$ cat src/rtl/svenc_pkg.sv
// ----------------------------------------------------------------------------
// svenc_pkg: shared types and constants of the signed varint encoder
// Width-select codes, item classification record and group constants.
// ----------------------------------------------------------------------------
package svenc_pkg;

	localparam int VALUE_W   = 64;
	localparam int PAD_W     = 6;
	localparam int WSEL_W    = 2;
	localparam int NAT_W     = 4;   // natural length 1..10
	localparam int MAX_NAT   = 10;
	localparam int GROUP_W   = 7;
	localparam int DEF_MAX_PAD = 32;
	localparam int QUEUE_DEPTH = 2;

	localparam logic [WSEL_W-1:0] WSEL_16    = 2'd0;
	localparam logic [WSEL_W-1:0] WSEL_32    = 2'd1;
	localparam logic [WSEL_W-1:0] WSEL_64    = 2'd2;

	localparam logic [GROUP_W-1:0] FILL_NEG = 7'h7F;
	localparam logic [GROUP_W-1:0] FILL_POS = 7'h00;

	// classified item, minus the parameter-sized byte total
	typedef struct packed {
		logic [VALUE_W-1:0] value;    // sign-extended to 64 bits
		logic [NAT_W-1:0]   nat_len;  // bytes of the plain encoding
	} cls_t;

endpackage

$ cat src/rtl/svenc_front.sv
// ----------------------------------------------------------------------------
// svenc_front: input classifier
// Sign-extends the value at the configured width, finds the natural
// encoding length and the final byte count after padding.
// ----------------------------------------------------------------------------
module svenc_front import svenc_pkg::*; #(
	parameter int MAX_PAD = DEF_MAX_PAD,
	localparam int TOT_MAX = (MAX_PAD > MAX_NAT) ? MAX_PAD : MAX_NAT,
	localparam int CNT_W = $clog2(TOT_MAX + 1)
) (
	input  logic [WSEL_W-1:0]  width_sel,
	input  logic [VALUE_W-1:0] value,
	input  logic [PAD_W-1:0]   pad_to,
	output cls_t               cls,
	output logic [CNT_W-1:0]   total
);

	localparam int CMP_W = (CNT_W > PAD_W) ? CNT_W : PAD_W;

	logic [VALUE_W-1:0] sext;
	logic [VALUE_W-1:0] diff;
	logic [NAT_W-1:0]   nat;
	logic [CMP_W-1:0]   pad_ext;
	logic [CMP_W-1:0]   pad_sat;
	logic [CMP_W-1:0]   nat_ext;

	always_comb begin
		case (width_sel)
			WSEL_16: sext = {{48{value[15]}}, value[15:0]};
			WSEL_32: sext = {{32{value[31]}}, value[31:0]};
			default: sext = value;
		endcase
	end

	// group k closes the encoding once every bit from 7k-1 upward is the sign
	assign diff = sext ^ {VALUE_W{sext[VALUE_W-1]}};

	always_comb begin
		nat = NAT_W'(MAX_NAT);
		for (int k = MAX_NAT - 1; k >= 1; k--) begin
			if ((diff >> (GROUP_W * k - 1)) == '0) begin
				nat = NAT_W'(k);
			end
		end
	end

	always_comb begin
		pad_ext = CMP_W'(pad_to);
		nat_ext = CMP_W'(nat);
		pad_sat = (pad_ext > CMP_W'(MAX_PAD)) ? CMP_W'(MAX_PAD) : pad_ext;
		total   = (pad_sat > nat_ext) ? CNT_W'(pad_sat) : CNT_W'(nat_ext);
	end

	assign cls.value   = sext;
	assign cls.nat_len = nat;

endmodule

$ cat src/rtl/svenc_queue.sv
// ----------------------------------------------------------------------------
// svenc_queue: short FIFO between classifier and serializer
// Flip-flop storage, one write and one read per cycle.
// ----------------------------------------------------------------------------
module svenc_queue import svenc_pkg::*; #(
	parameter int DATA_W = 8,
	parameter int DEPTH  = QUEUE_DEPTH
) (
	input  logic              clk,
	input  logic              arst_n,
	input  logic              push,
	input  logic [DATA_W-1:0] wr_data,
	output logic              full,
	input  logic              pop,
	output logic              not_empty,
	output logic [DATA_W-1:0] rd_data
);

	localparam int PTR_W = (DEPTH > 1) ? $clog2(DEPTH) : 1;
	localparam int CNT_W = $clog2(DEPTH + 1);

	logic [DATA_W-1:0] mem_q [DEPTH];
	logic [PTR_W-1:0]  wr_ptr_q;
	logic [PTR_W-1:0]  rd_ptr_q;
	logic [CNT_W-1:0]  count_q;

	assign full      = (count_q == CNT_W'(DEPTH));
	assign not_empty = (count_q != '0);
	assign rd_data   = mem_q[rd_ptr_q];

	always_ff @(posedge clk) begin
		if (push) begin
			mem_q[wr_ptr_q] <= wr_data;
		end
	end

	always_ff @(posedge clk or negedge arst_n) begin
		if (!arst_n) begin
			wr_ptr_q <= '0;
			rd_ptr_q <= '0;
			count_q  <= '0;
		end else begin
			if (push) begin
				wr_ptr_q <= (wr_ptr_q == PTR_W'(DEPTH - 1)) ? '0 : wr_ptr_q + 1'b1;
			end
			if (pop) begin
				rd_ptr_q <= (rd_ptr_q == PTR_W'(DEPTH - 1)) ? '0 : rd_ptr_q + 1'b1;
			end
			case ({push, pop})
				2'b10:   count_q <= count_q + 1'b1;
				2'b01:   count_q <= count_q - 1'b1;
				default: count_q <= count_q;
			endcase
		end
	end

endmodule

$ cat src/rtl/svenc_back.sv
// ----------------------------------------------------------------------------
// svenc_back: byte serializer
// Shifts out 7-bit groups, then sign-fill bytes, one byte per cycle
// while out_stall is low, into a registered output beat.
// ----------------------------------------------------------------------------
module svenc_back import svenc_pkg::*; #(
	parameter int MAX_PAD = DEF_MAX_PAD,
	localparam int TOT_MAX = (MAX_PAD > MAX_NAT) ? MAX_PAD : MAX_NAT,
	localparam int CNT_W = $clog2(TOT_MAX + 1)
) (
	input  logic             clk,
	input  logic             arst_n,
	input  logic             q_valid,
	input  cls_t             q_cls,
	input  logic [CNT_W-1:0] q_total,
	output logic             q_pop,
	output logic             out_valid,
	input  logic             out_stall,
	output logic [7:0]       out_byte,
	output logic             last
);

	logic               busy_q;
	logic [VALUE_W-1:0] shreg_q;
	logic               neg_q;
	logic [NAT_W-1:0]   nat_q;
	logic [CNT_W-1:0]   total_q;
	logic [CNT_W-1:0]   idx_q;
	logic               out_valid_q;
	logic [7:0]         out_byte_q;
	logic               last_q;

	logic               adv;
	logic               is_last;
	logic               in_groups;
	logic [GROUP_W-1:0] grp;
	logic               load;

	assign adv       = busy_q && (!out_valid_q || !out_stall);
	assign is_last   = ((idx_q + 1'b1) == total_q);
	assign in_groups = (idx_q < CNT_W'(nat_q));
	assign grp       = in_groups ? shreg_q[GROUP_W-1:0] : (neg_q ? FILL_NEG : FILL_POS);
	assign load      = q_valid && (!busy_q || (adv && is_last));
	assign q_pop     = load;

	always_ff @(posedge clk) begin
		if (load) begin
			shreg_q <= q_cls.value;
			neg_q   <= q_cls.value[VALUE_W-1];
			nat_q   <= q_cls.nat_len;
			total_q <= q_total;
		end else if (adv) begin
			shreg_q <= {{GROUP_W{neg_q}}, shreg_q[VALUE_W-1:GROUP_W]};
		end
		if (adv) begin
			out_byte_q <= {!is_last, grp};
			last_q     <= is_last;
		end
	end

	always_ff @(posedge clk or negedge arst_n) begin
		if (!arst_n) begin
			busy_q      <= 1'b0;
			idx_q       <= '0;
			out_valid_q <= 1'b0;
		end else begin
			if (!out_valid_q || !out_stall) begin
				out_valid_q <= busy_q;
			end
			if (load) begin
				busy_q <= 1'b1;
				idx_q  <= '0;
			end else if (adv) begin
				if (is_last) begin
					busy_q <= 1'b0;
				end
				idx_q <= idx_q + 1'b1;
			end
		end
	end

	assign out_valid = out_valid_q;
	assign out_byte  = out_byte_q;
	assign last      = last_q;

endmodule

$ cat src/rtl/signed_varint_encoder_padded.sv
// ----------------------------------------------------------------------------
// signed_varint_encoder_padded: signed LEB128 encoder with minimum length
// Encodes one two's-complement value per input beat into a byte stream.
// ----------------------------------------------------------------------------
// Each input beat carries a value (used at 16, 32 or 64 bits per the
// width_select register written on the cfg port, reset 64 bits) and a
// minimum byte count pad_to, saturated to MAX_PAD. The encoder emits the
// signed LEB128 bytes of the value, least significant group first, with
// bit 7 set on all but the final byte; if the plain encoding is shorter
// than the minimum, sign-fill bytes (0xFF / 0x80) follow and a closing
// 0x7F / 0x00 ends it. last marks the final byte of each value. One
// output beat leaves per cycle while out_stall is low, so a value takes
// max(natural length, padded length) output bytes: 1 to 10 without
// padding, up to MAX_PAD with it; the serializer's shift register sets
// that rate, and queued values leave back to back with no gap. A
// two-entry queue between the classifier and the serializer lets input
// beats be taken while earlier values are still being sent. cfg_ready is
// always high; write the register only while the encoder is idle.
// ----------------------------------------------------------------------------
module signed_varint_encoder_padded import svenc_pkg::*; #(
	parameter int MAX_PAD = DEF_MAX_PAD
) (
	input  logic                      clk,
	input  logic                      arst_n,
	// configuration write channel
	input  logic                      cfg_valid,
	output logic                      cfg_ready,
	input  logic [WSEL_W-1:0]         cfg_data,
	// input channel
	input  logic                      in_valid,
	output logic                      in_stall,
	input  logic signed [VALUE_W-1:0] value,
	input  logic [PAD_W-1:0]          pad_to,
	// output channel
	output logic                      out_valid,
	input  logic                      out_stall,
	output logic [7:0]                out_byte,
	output logic                      last
);

	localparam int TOT_MAX = (MAX_PAD > MAX_NAT) ? MAX_PAD : MAX_NAT;
	localparam int CNT_W   = $clog2(TOT_MAX + 1);
	localparam int ITEM_W  = $bits(cls_t) + CNT_W;

	logic [WSEL_W-1:0] width_sel_q;

	cls_t              f_cls;
	logic [CNT_W-1:0]  f_total;
	logic              q_full;
	logic              q_push;
	logic              q_pop;
	logic              q_not_empty;
	logic [ITEM_W-1:0] q_rd_data;
	cls_t              b_cls;
	logic [CNT_W-1:0]  b_total;

	// width register; a code of three behaves as 64 bits in the front end
	assign cfg_ready = 1'b1;

	always_ff @(posedge clk or negedge arst_n) begin
		if (!arst_n) begin
			width_sel_q <= WSEL_64;
		end else if (cfg_valid && cfg_ready) begin
			width_sel_q <= cfg_data;
		end
	end

	// front end: classify in the accept cycle, straight into the queue
	svenc_front #(
		.MAX_PAD (MAX_PAD)
	) u_front (
		.width_sel (width_sel_q),
		.value     (value),
		.pad_to    (pad_to),
		.cls       (f_cls),
		.total     (f_total)
	);

	assign in_stall = q_full;
	assign q_push   = in_valid && !q_full;

	svenc_queue #(
		.DATA_W (ITEM_W),
		.DEPTH  (QUEUE_DEPTH)
	) u_queue (
		.clk       (clk),
		.arst_n    (arst_n),
		.push      (q_push),
		.wr_data   ({f_cls, f_total}),
		.full      (q_full),
		.pop       (q_pop),
		.not_empty (q_not_empty),
		.rd_data   (q_rd_data)
	);

	assign b_cls   = q_rd_data[ITEM_W-1:CNT_W];
	assign b_total = q_rd_data[CNT_W-1:0];

	// back end: one byte per cycle unless the output stalls, registered output beat
	svenc_back #(
		.MAX_PAD (MAX_PAD)
	) u_back (
		.clk       (clk),
		.arst_n    (arst_n),
		.q_valid   (q_not_empty),
		.q_cls     (b_cls),
		.q_total   (b_total),
		.q_pop     (q_pop),
		.out_valid (out_valid),
		.out_stall (out_stall),
		.out_byte  (out_byte),
		.last      (last)
	);

endmodule

$ cat config.mk
export PLATFORM = sky130hd
export DESIGN_NAME = signed_varint_encoder_padded
export DESIGN_NICKNAME = d
export VERILOG_FILES = /design/src/rtl/svenc_pkg.sv /design/src/rtl/svenc_front.sv /design/src/rtl/svenc_queue.sv /design/src/rtl/svenc_back.sv /design/src/rtl/signed_varint_encoder_padded.sv
export SDC_FILE = /design/constraint.sdc
export NUM_CORES = 1
export LEC_CHECK = 0
export ABC_AREA = 1
export ABC_CLOCK_PERIOD_IN_PS = 7300
export BUFFER_PORTS_ARGS = -buffer_cell sky130_fd_sc_hd__buf_2
export CORE_ASPECT_RATIO = 0.5
export CORE_MARGIN = 4
export CORE_UTILIZATION = 60
export DETAILED_ROUTE_END_ITERATION = 12
export GPL_ROUTABILITY_DRIVEN = 0
export PLACE_DENSITY = 0.79
export SLEW_MARGIN = 15
export SYNTH_ARGS = -nofsm -noshare
export SYNTH_HDL_FRONTEND = slang
export SYNTH_HIERARCHICAL = 1
export SYNTH_SLANG_ARGS = --single-unit
$ cat constraint.sdc
create_clock -name clk -period 7.3 [get_ports clk]
set_input_delay 0.365 -clock clk [delete_from_list [all_inputs] [get_ports clk]]
set_output_delay 0.365 -clock clk [all_outputs]
set_load 0.1 [all_outputs]
### Word-level counts from Yosys, hierarchy flattened

Memory sizes are Yosys's and may differ from the RTL's.
Cells that the tools add are included.
W data, S select, Z words.

| cells by class | value |
|---|---|
| add/sub/neg operators | 5 |
| magnitude comparators | 3 |
| equality and inequality tests | 5 |
| mux-type cells | 26 |
| bitwise logic cells | 1 |
| reduce and logical (&&, ||, !) cells | 26 |

Operators with widths:

| cell | number |
|---|---|
| $logic_not A64 Y1 | 9 |
| $mux W64 | 2 |
| $pmux W64 S2 | 1 |
| $xor A64 B64 Y64 | 1 |
| $mux W4 | 8 |
| $mux W6 | 4 |
| $mux W7 | 2 |
| $reduce_bool A2 Y1 | 4 |
| $mux W1 | 7 |
| $add A6 B1 Y6 const B | 1 |
| $eq A6 B6 Y1 | 1 |
| $gt A6 B4 Y1 | 1 |
| $gt A6 B6 Y1 const B | 1 |
| $lt A6 B4 Y1 | 1 |
| $logic_not A1 Y1 | 5 |
| $eq A2 B1 Y1 const B | 2 |
| $eq A2 B2 Y1 const B | 2 |
| $logic_and A1 B1 Y1 | 4 |
| $pmux W2 S2 | 1 |
| $add A1 B1 Y1 const B | 2 |
| $add A2 B1 Y2 const B | 1 |
| $logic_not A2 Y1 | 1 |
| $logic_or A1 B1 Y1 | 2 |
| $mux W2 | 1 |
| 2 further kinds | 2 |

| word-level totals | value |
|---|---|
| bits in registers | 98 |
| RAM bits | 148 |
| input bits | 77 |
| output and inout bits | 12 |
| word-level logic and storage cells | 80 |
| memories | 1 |

Memory list:

| name | words | bits a word | rd ports | clocked after memory_dff | write ports | line | RTL |
|---|---|---|---|---|---|---|---|
| u_queue.mem_q | 2 | 74 | 1 | 0 | 1 | svenc_queue.sv:22 | `logic [DATA_W-1:0] mem_q [DEPTH];` |

### Depth between registers and ports, before layout

Gate-level depths: netlist of the first run.

| depth | value |
|---|---|
| word-level depth | 15 |
| gate-level depth with buffers | 25 |
| mapped depth without buffers | 25 |

### By module

Netlist of the first run, hierarchy kept.

By module, submodules not included:

| module | times used | cells each | area an instance (µm²) | sequential area each (µm²) |
|---|---|---|---|---|
| svenc_queue | 1 | 410 | 5674.2 | 4544.4 |
| svenc_back | 1 | 415 | 4187.8 | 2722.6 |
| svenc_front | 1 | 433 | 2089.5 | 0.0 |
| signed_varint_encoder_padded | 1 | 13 | 96.3 | 51.3 |

### Least setup slack after synthesis of the first run

OpenSTA, ideal clock, no wires.

| timing path | value |
|---|---|
| kind | flip-flop to flip-flop |
| start point | register u_queue.count_q[1] |
| end point | memory u_queue/mem_q[0][0] (netlist bit), enable pin |
| library setup time | 0.506 ns |
| arrival time | 4.298 ns |
| data required time | 6.794 ns |
| setup slack | 2.496 ns |
| cell stages (with the launch flop) | 6 |
| path buffers | 0 |
| period minus slack after synthesis | 4.804 ns |
| path through | dfrtp_1 -> inv_1 -> nor2_1 -> nor2_1 -> inv_1 -> nor2_1 |

| on the way | value |
|---|---|
| cells in the longest elaborated chain, start to end | 5 |

Ends and longest elaborated chain:

| element | line | RTL |
|---|---|---|
| start: declaration | svenc_queue.sv:25 | `logic [CNT_W-1:0] count_q;` |
| start signal: assignment | svenc_queue.sv:50 | `2'b10: count_q <= count_q + 1'b1;` |
| start signal: assignment | svenc_queue.sv:51 | `2'b01: count_q <= count_q - 1'b1;` |
| start signal: assignment | svenc_queue.sv:52 | `default: count_q <= count_q;` |
| $eq A2 B2 Y1 | svenc_queue.sv:27 | `assign full = (count_q == CNT_W'(DEPTH));` |
| via in_stall | signed_varint_encoder_padded.sv:31 | `output logic in_stall,` |
| $logic_not A1 Y1 | signed_varint_encoder_padded.sv:80 | `assign q_push = in_valid && !q_full;` |
| $logic_and A1 B1 Y1 | signed_varint_encoder_padded.sv:80 |  |
| via q_push | signed_varint_encoder_padded.sv:50 | `logic q_push;` |
| $mux W1 | svenc_queue.sv:32 | `if (push) begin` |
| $mux W1 (not written as such) | svenc_queue.sv:33 | `mem_q[wr_ptr_q] <= wr_data;` |
| end: declaration | svenc_queue.sv:22 |  |

The timed path passes the listed nets, and every way through them passes these cells.

### Final worst setup path of the first run

| timing path | value |
|---|---|
| start point | register width_sel_q[1] |
| end point | memory u_queue/mem_q[1][2] (netlist bit) (data pin) |

| on the way | value |
|---|---|
| cells in the longest elaborated chain, start to end | 15 |
| elaborated cells on any way between the ends | 24 |
| classes of those cells | order compare (1); eq/ne (1); mux (11); bitwise (1); reduce/logical (10) |

Ends and longest elaborated chain:

| element | line | RTL |
|---|---|---|
| start: declaration | signed_varint_encoder_padded.sv:45 | `logic [WSEL_W-1:0] width_sel_q;` |
| start signal: assignment | signed_varint_encoder_padded.sv:64 | `width_sel_q <= cfg_data;` |
| $eq A2 B1 Y1 or $logic_not A2 Y1 (tied branches) | svenc_front.sv:28 | `case (width_sel)` |
| $pmux W64 S2 (*) | svenc_front.sv:28 |  |
| $xor A64 B64 Y64 (*) | svenc_front.sv:36 | `assign diff = sext ^ {VALUE_W{sext[VALUE_W-1]}};` |
| $logic_not A64 Y1 | svenc_front.sv:41 | `if ((diff >> (GROUP_W * k - 1)) == '0) begin` |
| $mux W2 | svenc_front.sv:41 |  |
| $mux W4 (7 in a row) | svenc_front.sv:41 |  |
| $mux W4 (*) | svenc_front.sv:41 |  |
| $gt A6 B4 Y1 | svenc_front.sv:51 | `total = (pad_sat > nat_ext) ? CNT_W'(pad_sat) : CNT_W'(nat_ext);` |
| $mux W6 (*) | svenc_front.sv:51 |  |
| via f_total[2] | signed_varint_encoder_padded.sv:48 | `logic [CNT_W-1:0] f_total;` |

Mark *: on every way through the listed nets, which the timed path passes. The rest lies on a longest branch.

==> out/results.tsv, run 1 <==
stage	metric	value	unit
global_routing	grt-ovfl-total	0	
sta	rsz0062_at_grt	false	
job	cap_violations	0	
yosys	ys_ff_latch	246	
yosys	ys_top_cells_by_area	edfxtp_1 58%, nand2_1 11%, inv_1 5.8%, nand3_1 5.4%, o21ai_0 5.0%	
yosys	synth_top_area_frac	0.578	
sta	layout_setup_ws	2.58	ns
clock_tree	clk_latency	0.51	ns
clock_tree	cts.sinks	246	
detailed_routing	viasPerCell	5.50	
finish	final_cells	1593	
sta	fin_tns_setup	0	ns
clock_tree	cts_tree	built	
floorplanning	die_h	108	um
critical_path	cp.required	7.54	ns
placed_design	dp_cells	1553	
critical_path	cp_max_fo	47	
global_routing	grt_use_total	0.232	
yosys	synthTopCellsByCount	354 x nand2_1, 232 x edfxtp_1, 186 x inv_1	
pwr	ir_drop	0.224	mV
detailed_routing	drt-wirelength-per-cell	16.3	um
placed_design	dp_hpwl	16.9	mm
floorplanning	fp-row-count	36	
yosys	yosysMostFrequentCell	nand2_1	
sta	fmax	212	MHz
floorplanning	ios	89	
floorplanning	die-area	22500	um^2
yosys	synthArstFlopShare	0.0569	
sta	fin_skew	0.00931	ns
sta	finalCritPeriodShare	0.646	
clock_tree	cts_buffers	22	
global_routing	grt_pass1_wl	42.2	mm
critical_path	path_delay_family	simple AND/OR/NAND/NOR gates	
placed_design	io_buffers	87	
yosys	syn_inst	1271	
min_path	min_from	cfg_data[1]	
critical_path	critPathCaptureType	register	
detailed_routing	drc_errors	0	
detailed_routing	vias	8765	
pwr	totalPowerFinal	4.96	mW
critical_path	r2r_start	width_sel_q[1]	
status	status	complete, no violations	
critical_path	worstSetupPathType	register to register	
detailed_routing	routed_wl	25.9	mm
critical_path	critPathSlowestCell	dfstp_2	
yosys	yosysUniqueCellTypes	39	
min_path	holdPathStages	3	
critical_path	worstPathCellList	nor2_4 -> nand2_4 -> nand3_2 -> nand2_2 -> xor2_1 -> nand3b_1 -> nor3_2 -> nand2_1 -> nand2_1 -> nand2_2 -> ha_1 -> a21oi_1 -> o21ai_0 -> a21oi_1 -> nand2_1 -> nand2_1 -> o21ai_0	
critical_path	worstPathArrival	4.96	ns
yosys	ys_seq_area_frac	0.607	
pwr	p_per_area	381	nW/um^2
yosys	synth_area_leader_cell	edfxtp_1	
sta	tightest_slew	1.12	ns
clock_tree	clk_path_buf_depth	3	
critical_path	cpPeakStageDelay	1.12	ns
placed_design	dpl_worst_slack	2.76	ns
finish	drive_gt1_frac	0.123	
detailed_routing	antenna_left	0	
sta	period_minus_slack	4.72	ns
sta	drv_slew	0	
yosys	synth_nets	1357	
clock_tree	clk_pin_slew	0.07	ns
global_routing	grt_pass1_vias	8421	
floorplanning	start_util	0.615	
critical_path	path_buf_inv	0	
clock_tree	cts_resized	0	
sta	relSlewSlack	0.252	
floorplanning	core_area	19600	um^2
detailed_routing	first_pass_iters	5	
yosys	netlist_area	12000	um^2
clock_tree	h-tree-depth	1	
yosys	synth_edf_count	232	
global_routing	antenna_found_initial	0	
critical_path	rr_endpoint	u_queue/mem_q[1][2]	
global_routing	grt_max_degree	100	
yosys	avgSynthCellArea	9.48	um^2
yosys	synth_ff_type	edfxtp_1	
critical_path	r2r_slack	2.58	ns
critical_path	rr_worst_depth	17	
clock_tree	clockRootBuffer	clkbuf_16	
detailed_routing	drtIter0Drc	911	
yosys	yosys_warnings	6	
finish	final_nets	1398	
floorplanning	die_width	208	um
min_path	hold_path.class	input port to register	
sta	setup_viol_count_final	0	
critical_path	crit_top_cell	nand2_1	
critical_path	cp-start-kind	register	
finish	diodes	0	
sta	hold_viol	0	
min_path	hold_path_end	width_sel_q[1]	
finish	area_growth	8.15	%
pwr	total_leakage_power	5.83	nW
[worst min-delay path: stages]
cell	delay [ns]
buf_2	0.10
nand2_1	0.05
nand2_1	0.04
[logic make-up after synthesis]
logic type / count (synthesis) / share of synthesized area
DFF: 246 / 0.607
other: 1 / 0.000311
and+or+nand+nor: 590 / 0.211
adders and majority gates: 9 / 0.00935
xor gates and xnor gates: 6 / 0.00436
AOI/OAI and AO/OA: 149 / 0.0640
buffers and inverters: 270 / 0.104
[placed cells by master (no fill, tap or decap), types with 3 or more instances in the layout]
master / n
ha_1: 9
buf_4: 7
nand4_1: 15
nand3b_1: 9
edfxtp_1: 232
clkinv_2: 5
clkbuf_16: 22
inv_1: 185
dfrtp_1: 12
inv_2: 6
nor3_1: 3
clkbuf_1: 5
nand2_1: 352
clkinvlp_4: 4
o21ai_2: 3
nor2_1: 55
a21oi_1: 12
nand2_4: 3
o21ai_0: 121
o21ai_1: 8
xor2_1: 4
nand3_1: 129
nand2_2: 12
buf_2: 87
[stage by stage]
stage                     hold slack (ns)  utilization  instance area, um^2
after floorplan                    0.0694            -                12000
after global placement              0.337        0.631                12400
after detailed placement            0.339        0.631                12400
after CTS                          0.0272        0.665                13000
after global routing               0.0256        0.665                13000
final                              0.0423        0.665                13000
[per-layer routing]
| metal | vias to the layer above | wire (um) | GRT usage |
|---|---|---|---|
| li1 | 4235 | - | - |
| met1 | 4133 | 11100 | 0.319 |
| met2 | 355 | 12300 | 0.398 |
| met3 | 42 | 2000 | 0.0374 |
| met4 | 0 | 499 | 0.0525 |
| met5 | - | 0 | 0 |
[how the worst max path moves through the flow]
stage | depth (start not counted) | endpoint | start | slack (ns)
2_1_floorplan | 5 | u_queue/mem_q[0][0] | u_queue/count_q[1] | 2.50
5_1_grt | 17 | u_queue/mem_q[0][3] | width_sel_q[1] | 2.20
3_3_place_gp | 20 | u_queue/mem_q[0][3] | width_sel_q[1] | 3.05
6_report | 17 | u_queue/mem_q[1][2] | width_sel_q[1] | 2.58
3_5_place_dp | 17 | u_queue/mem_q[0][2] | width_sel_q[1] | 2.76
4_1_cts | 17 | u_queue/mem_q[1][2] | width_sel_q[1] | 2.74
[layout make-up]
class | count | area, um^2
inverters | 192 | 723
flip-flops and latches | 246 | 7320
clock inverters | 11 | 80.1
fillers | 1509 | 6560
multi-input cells | 755 | 3490
well taps | 266 | 333
repair buffers | 95 | 498
clock buffers | 28 | 583
[registers in the layout, summed over array words and instances, names as in the netlist]
name,cells
u_back/nat_q,4
u_back/shreg_q,64
u_back/out_byte,8
u_queue/count_q,2
width_sel_q,2
u_back/neg_q,1
u_back/out_valid,1
u_back/idx_q,6
u_back/total_q,6
u_back/busy_q,1
u_queue/rd_ptr_q,1
u_queue/wr_ptr_q,1
u_back/last,1
u_queue/mem_q,148
[power breakdown]
| part | switching [mW] | internal [mW] |
|---|---|---|
| logic | 1.14 | 0.367 |
| clock network | 0.509 | 0.573 |
| registers | 0.191 | 2.18 |
[what timing repair did]
item / CTS / global route
hold endpoints to repair: 13 / 0
hold buffers: 1 / 0
buffers inserted: 0 / 0
Note: power is estimated with default switching activity, not from simulation.
==> run 2: changes to the inputs <==
Settings changed: ABC_AREA 1 to 0, ABC_CLOCK_PERIOD_IN_PS 7300 to 4300, CORE_UTILIZATION 60 to 55, PLACE_DENSITY 0.79 to 0.76.
Clock period 7.3 ns to 4.3 ns, I/O delays scaled along.
==> run 2 against run 1 <==
  * Die area is 17% higher
  * Register-to-register slack worse by 2.3 ns
  * Clock power is 92% higher
==> out/results.tsv, run 2 <==
stage	metric	value	unit
pwr	total_leakage_power	5.47	nW
detailed_routing	antenna_left	0	
clock_tree	clk_path_buf_depth	3	
finish	multiInputGateArea	5070	um^2
critical_path	cp-start-kind	register	
yosys	synth_mux_area_frac	0.0899	
global_routing	grt_pass1_vias	9232	
detailed_routing	drtIter0Drc	1125	
detailed_routing	drc_errors	0	
critical_path	cp_max_fo	10	
global_routing	grt_busiest_layer	met2	
critical_path	crit_end	u_queue/mem_q[0][2]	
pwr	p_sw_frac	0.342	
clock_tree	cts_buffers	24	
yosys	ys_top_cells_by_area	edfxtp_1 53%, mux2_4 5.7%, a21oi_1 3.8%, o2bb2ai_1 3.8%, o211ai_1 3.4%	
critical_path	r2r_slack	0.25	ns
clock_tree	clk_latency	0.53	ns
floorplanning	die_h	117	um
finish	final_cell_mix	232 x edfxtp_1, 100 x a21oi_1, 96 x nand2_1	
finish	stdcell_area	14600	um^2
job	cap_violations	0	
global_routing	grt_util_met1	0.324	
pwr	ir_drop	0.371	mV
placed_design	dp_hpwl	19.7	mm
floorplanning	start_util	0.566	
global_routing	grt_max_degree	83	
clock_tree	cts_tree	built	
finish	area_growth	11.8	%
detailed_routing	first_pass_iters	6	
finish	seqCellArea	7320	um^2
sta	fin_skew	0.00807	ns
clock_tree	clockRootBuffer	clkbuf_16	
sta	finalCritPeriodShare	0.941	
global_routing	grt-ovfl-total	0	
clock_tree	clk_pin_slew	0.06	ns
critical_path	path_buf_inv	0	
sta	rsz0062_at_grt	false	
min_path	hold_path.class	input port to register	
sta	fmax	247	MHz
detailed_routing	viasPerCell	6.41	
status	status	complete, no violations	
critical_path	cp.depth	13	
critical_path	r2r_start	width_sel_q[1]	
critical_path	worstSetupPathType	register to register	
finish	final_common_cell	edfxtp_1	
detailed_routing	drt-wirelength-per-cell	21.6	um
finish	fin_util	0.632	
pwr	p_per_area	572	nW/um^2
yosys	yosys_warnings	6	
finish	drive_gt1_frac	0.218	
critical_path	rr_endpoint	u_queue/mem_q[0][2]	
sta	fin_tns_setup	0	ns
global_routing	antenna_found_initial	1	
floorplanning	die-area	26400	um^2
yosys	yosysUniqueCellTypes	71	
sta	tightest_slew	0.934	ns
yosys	synth_nets	1178	
yosys	avgSynthCellArea	12.0	um^2
yosys	synthSimpleGateAreaFrac	0.124	
placed_design	io_buffers	87	
sta	drv_slew	0	
yosys	synth_top_family_by_area	compound AO/OA/AOI/OAI gates	
critical_path	worstPathArrival	4.38	ns
critical_path	critPathCaptureType	register	
yosys	synthXorXnorAreaFrac	0.00997	
yosys	synth_top_area_frac	0.534	
pwr	power.switching	2.86	mW
critical_path	worstPathCellList	or2b_1 -> a2111oi_4 -> mux2i_1 -> a211o_1 -> a221o_2 -> ha_1 -> nor2b_1 -> o21ai_0 -> nand2b_1 -> a21oi_1 -> o21bai_1 -> or2_2 -> o21ai_0	
pwr	combPwrFrac	0.328	
yosys	ys_seq_area_frac	0.560	
yosys	ys_ff_latch	246	
global_routing	grt_use_total	0.237	
critical_path	cp.required	4.64	ns
detailed_routing	routed_wl	31.8	mm
global_routing	grt_pass1_wl	49.5	mm
yosys	synth_ff_type	edfxtp_1	
critical_path	critPathSlowestCell	dfstp_2	
finish	fillers	1735	
floorplanning	die_width	226	um
yosys	synth_edf_count	232	
global_routing	met3_usage	0.0356	
yosys	synth_area_leader_cell	edfxtp_1	
yosys	synth_compound_area_frac	0.152	
placed_design	post_dp_cell_area	13600	um^2
pwr	totalPowerFinal	8.35	mW
pwr	internal_power	5.49	mW
yosys	yosys.area_share.adder	0.00862	
clock_tree	cts.sinks	246	
yosys	synthTopCellsByCount	232 x edfxtp_1, 100 x a21oi_1, 97 x nand2_1	
yosys	synthArstFlopShare	0.0569	
clock_tree	h-tree-depth	1	
critical_path	cpPeakStageDelay	0.65	ns
floorplanning	ios	89	
yosys	syn_inst	1092	
pwr	p_clk_frac	0.248	
sta	relSlewSlack	0.376	
detailed_routing	vias	9465	
critical_path	path_delay_family	compound AO/OA/AOI/OAI gates	
critical_path	cp-startpoint	width_sel_q[1]	
finish	largest_register_ffs	148	
sta	setup_viol_count_final	0	
global_routing	met2_usage	0.402	
pwr	seq_power_share	0.425	
critical_path	crit_top_cell	o21ai_0	
yosys	yosysMostFrequentCell	edfxtp_1	
sta	period_minus_slack	4.05	ns
sta	hold_viol	0	
floorplanning	core_area	23100	um^2
yosys	netlist_area	13100	um^2
finish	top_register	u_queue/mem_q	
finish	final_nets	1238	
critical_path	rr_worst_depth	13	
floorplanning	fp-row-count	39	
run 2: cell count changes in the layout (fill, tap and decap cells not counted), moves of 50 or more:
cell / before / now
nand2_1: 352 / 96
inv_1: 185 / 44
o21ai_0: 121 / 10
a21oi_1: 12 / 100
nand3_1: 129 / 64
and3_1: 0 / 60
o211ai_1: 2 / 59
o2bb2ai_1: 0 / 57
mux2_4: 0 / 50
run 2: layer usage:
metal / routed length [um] / share of wire
met1: 13500 / 0.42
met2: 15100 / 0.48
met5: 0 / 0
met4: 755 / 0.024
met3: 2480 / 0.078
run 2: cell families (layout without fill, tap and decap cells):
| family | count (synthesis) | count (layout) |
|---|---|---|
| flip-flops | 246 | 246 |
| XOR/XNOR | 14 | 14 |
| AND/OR/NAND/NOR | 311 | 311 |
| multiplexers | 88 | 88 |
| AO/OA/AOI/OAI | 276 | 276 |
| adder cells (fa/ha/maj) | 9 | 9 |
| other | 1 | 2 |
| buffers and inverters | 147 | 224 |
run 2: timing repair:
item / 4_1_cts / 5_1_grt
buffers inserted: 0 / 1
hold buffers: 24 / 0
hold endpoints to repair: 54 / 0
resized for setup: 0 / 0
setup endpoints to repair: 0 / 4
run 2: metrics by stage:
step | worst slack, ns | hold slack, ns | std cells
floorplan | 0.678 | -0.0806 | 1092
global placement | 0.471 | 0.149 | 1408
detailed placement | 0.336 | 0.158 | 1408
CTS | 0.319 | 0.0109 | 1475
global route | 0.0274 | 0.0430 | 1477
finish | 0.254 | 0.0271 | 1477
run 2: worst reg2reg max path: cells and delay by family, from the launching register on:
family / cells / cell delay [ns]
fa+ha+maj: 1 / 0.32
mux: 1 / 0.15
simple gates: 4 / 0.87
compound gates: 7 / 1.87
flops: 1 / 0.65
run 2: power by group through the flow:
| stage | clock network (mW) | registers, mW | logic (mW) |
|---|---|---|---|
| after floorplan | 0 | 3.58 | 2.03 |
| after CTS | 2.10 | 3.54 | 2.70 |
| after global placement | 0 | 3.56 | 2.59 |
| after detailed placement | 0 | 3.59 | 2.67 |
| final | 2.07 | 3.55 | 2.74 |
| after global routing | 2.19 | 3.59 | 2.93 |
run 2: area by class of cell:
class | instances | share of cell area
inverters | 46 | 0.0118
repair buffers | 135 | 0.0603
multi-input cells | 699 | 0.347
clock buffers | 30 | 0.0441
well taps | 307 | 0.0263
flip-flops and latches | 246 | 0.502
clock inverters | 13 | 0.00806
diodes | 1 | 0.000171
run 2: worst min path at each step:
stage,slack (ns),cells past startpoint,end,from
detailed placement,0.16,1,u_queue/rd_ptr_q,arst_n
floorplan,-0.08,0,u_back/busy_q,arst_n
global placement,0.15,1,u_queue/rd_ptr_q,arst_n
finish,0.03,3,u_queue/mem_q[0][33],value[23]
global route,0.04,3,u_queue/mem_q[0][33],value[23]
CTS,0.01,3,u_queue/mem_q[0][33],value[23]
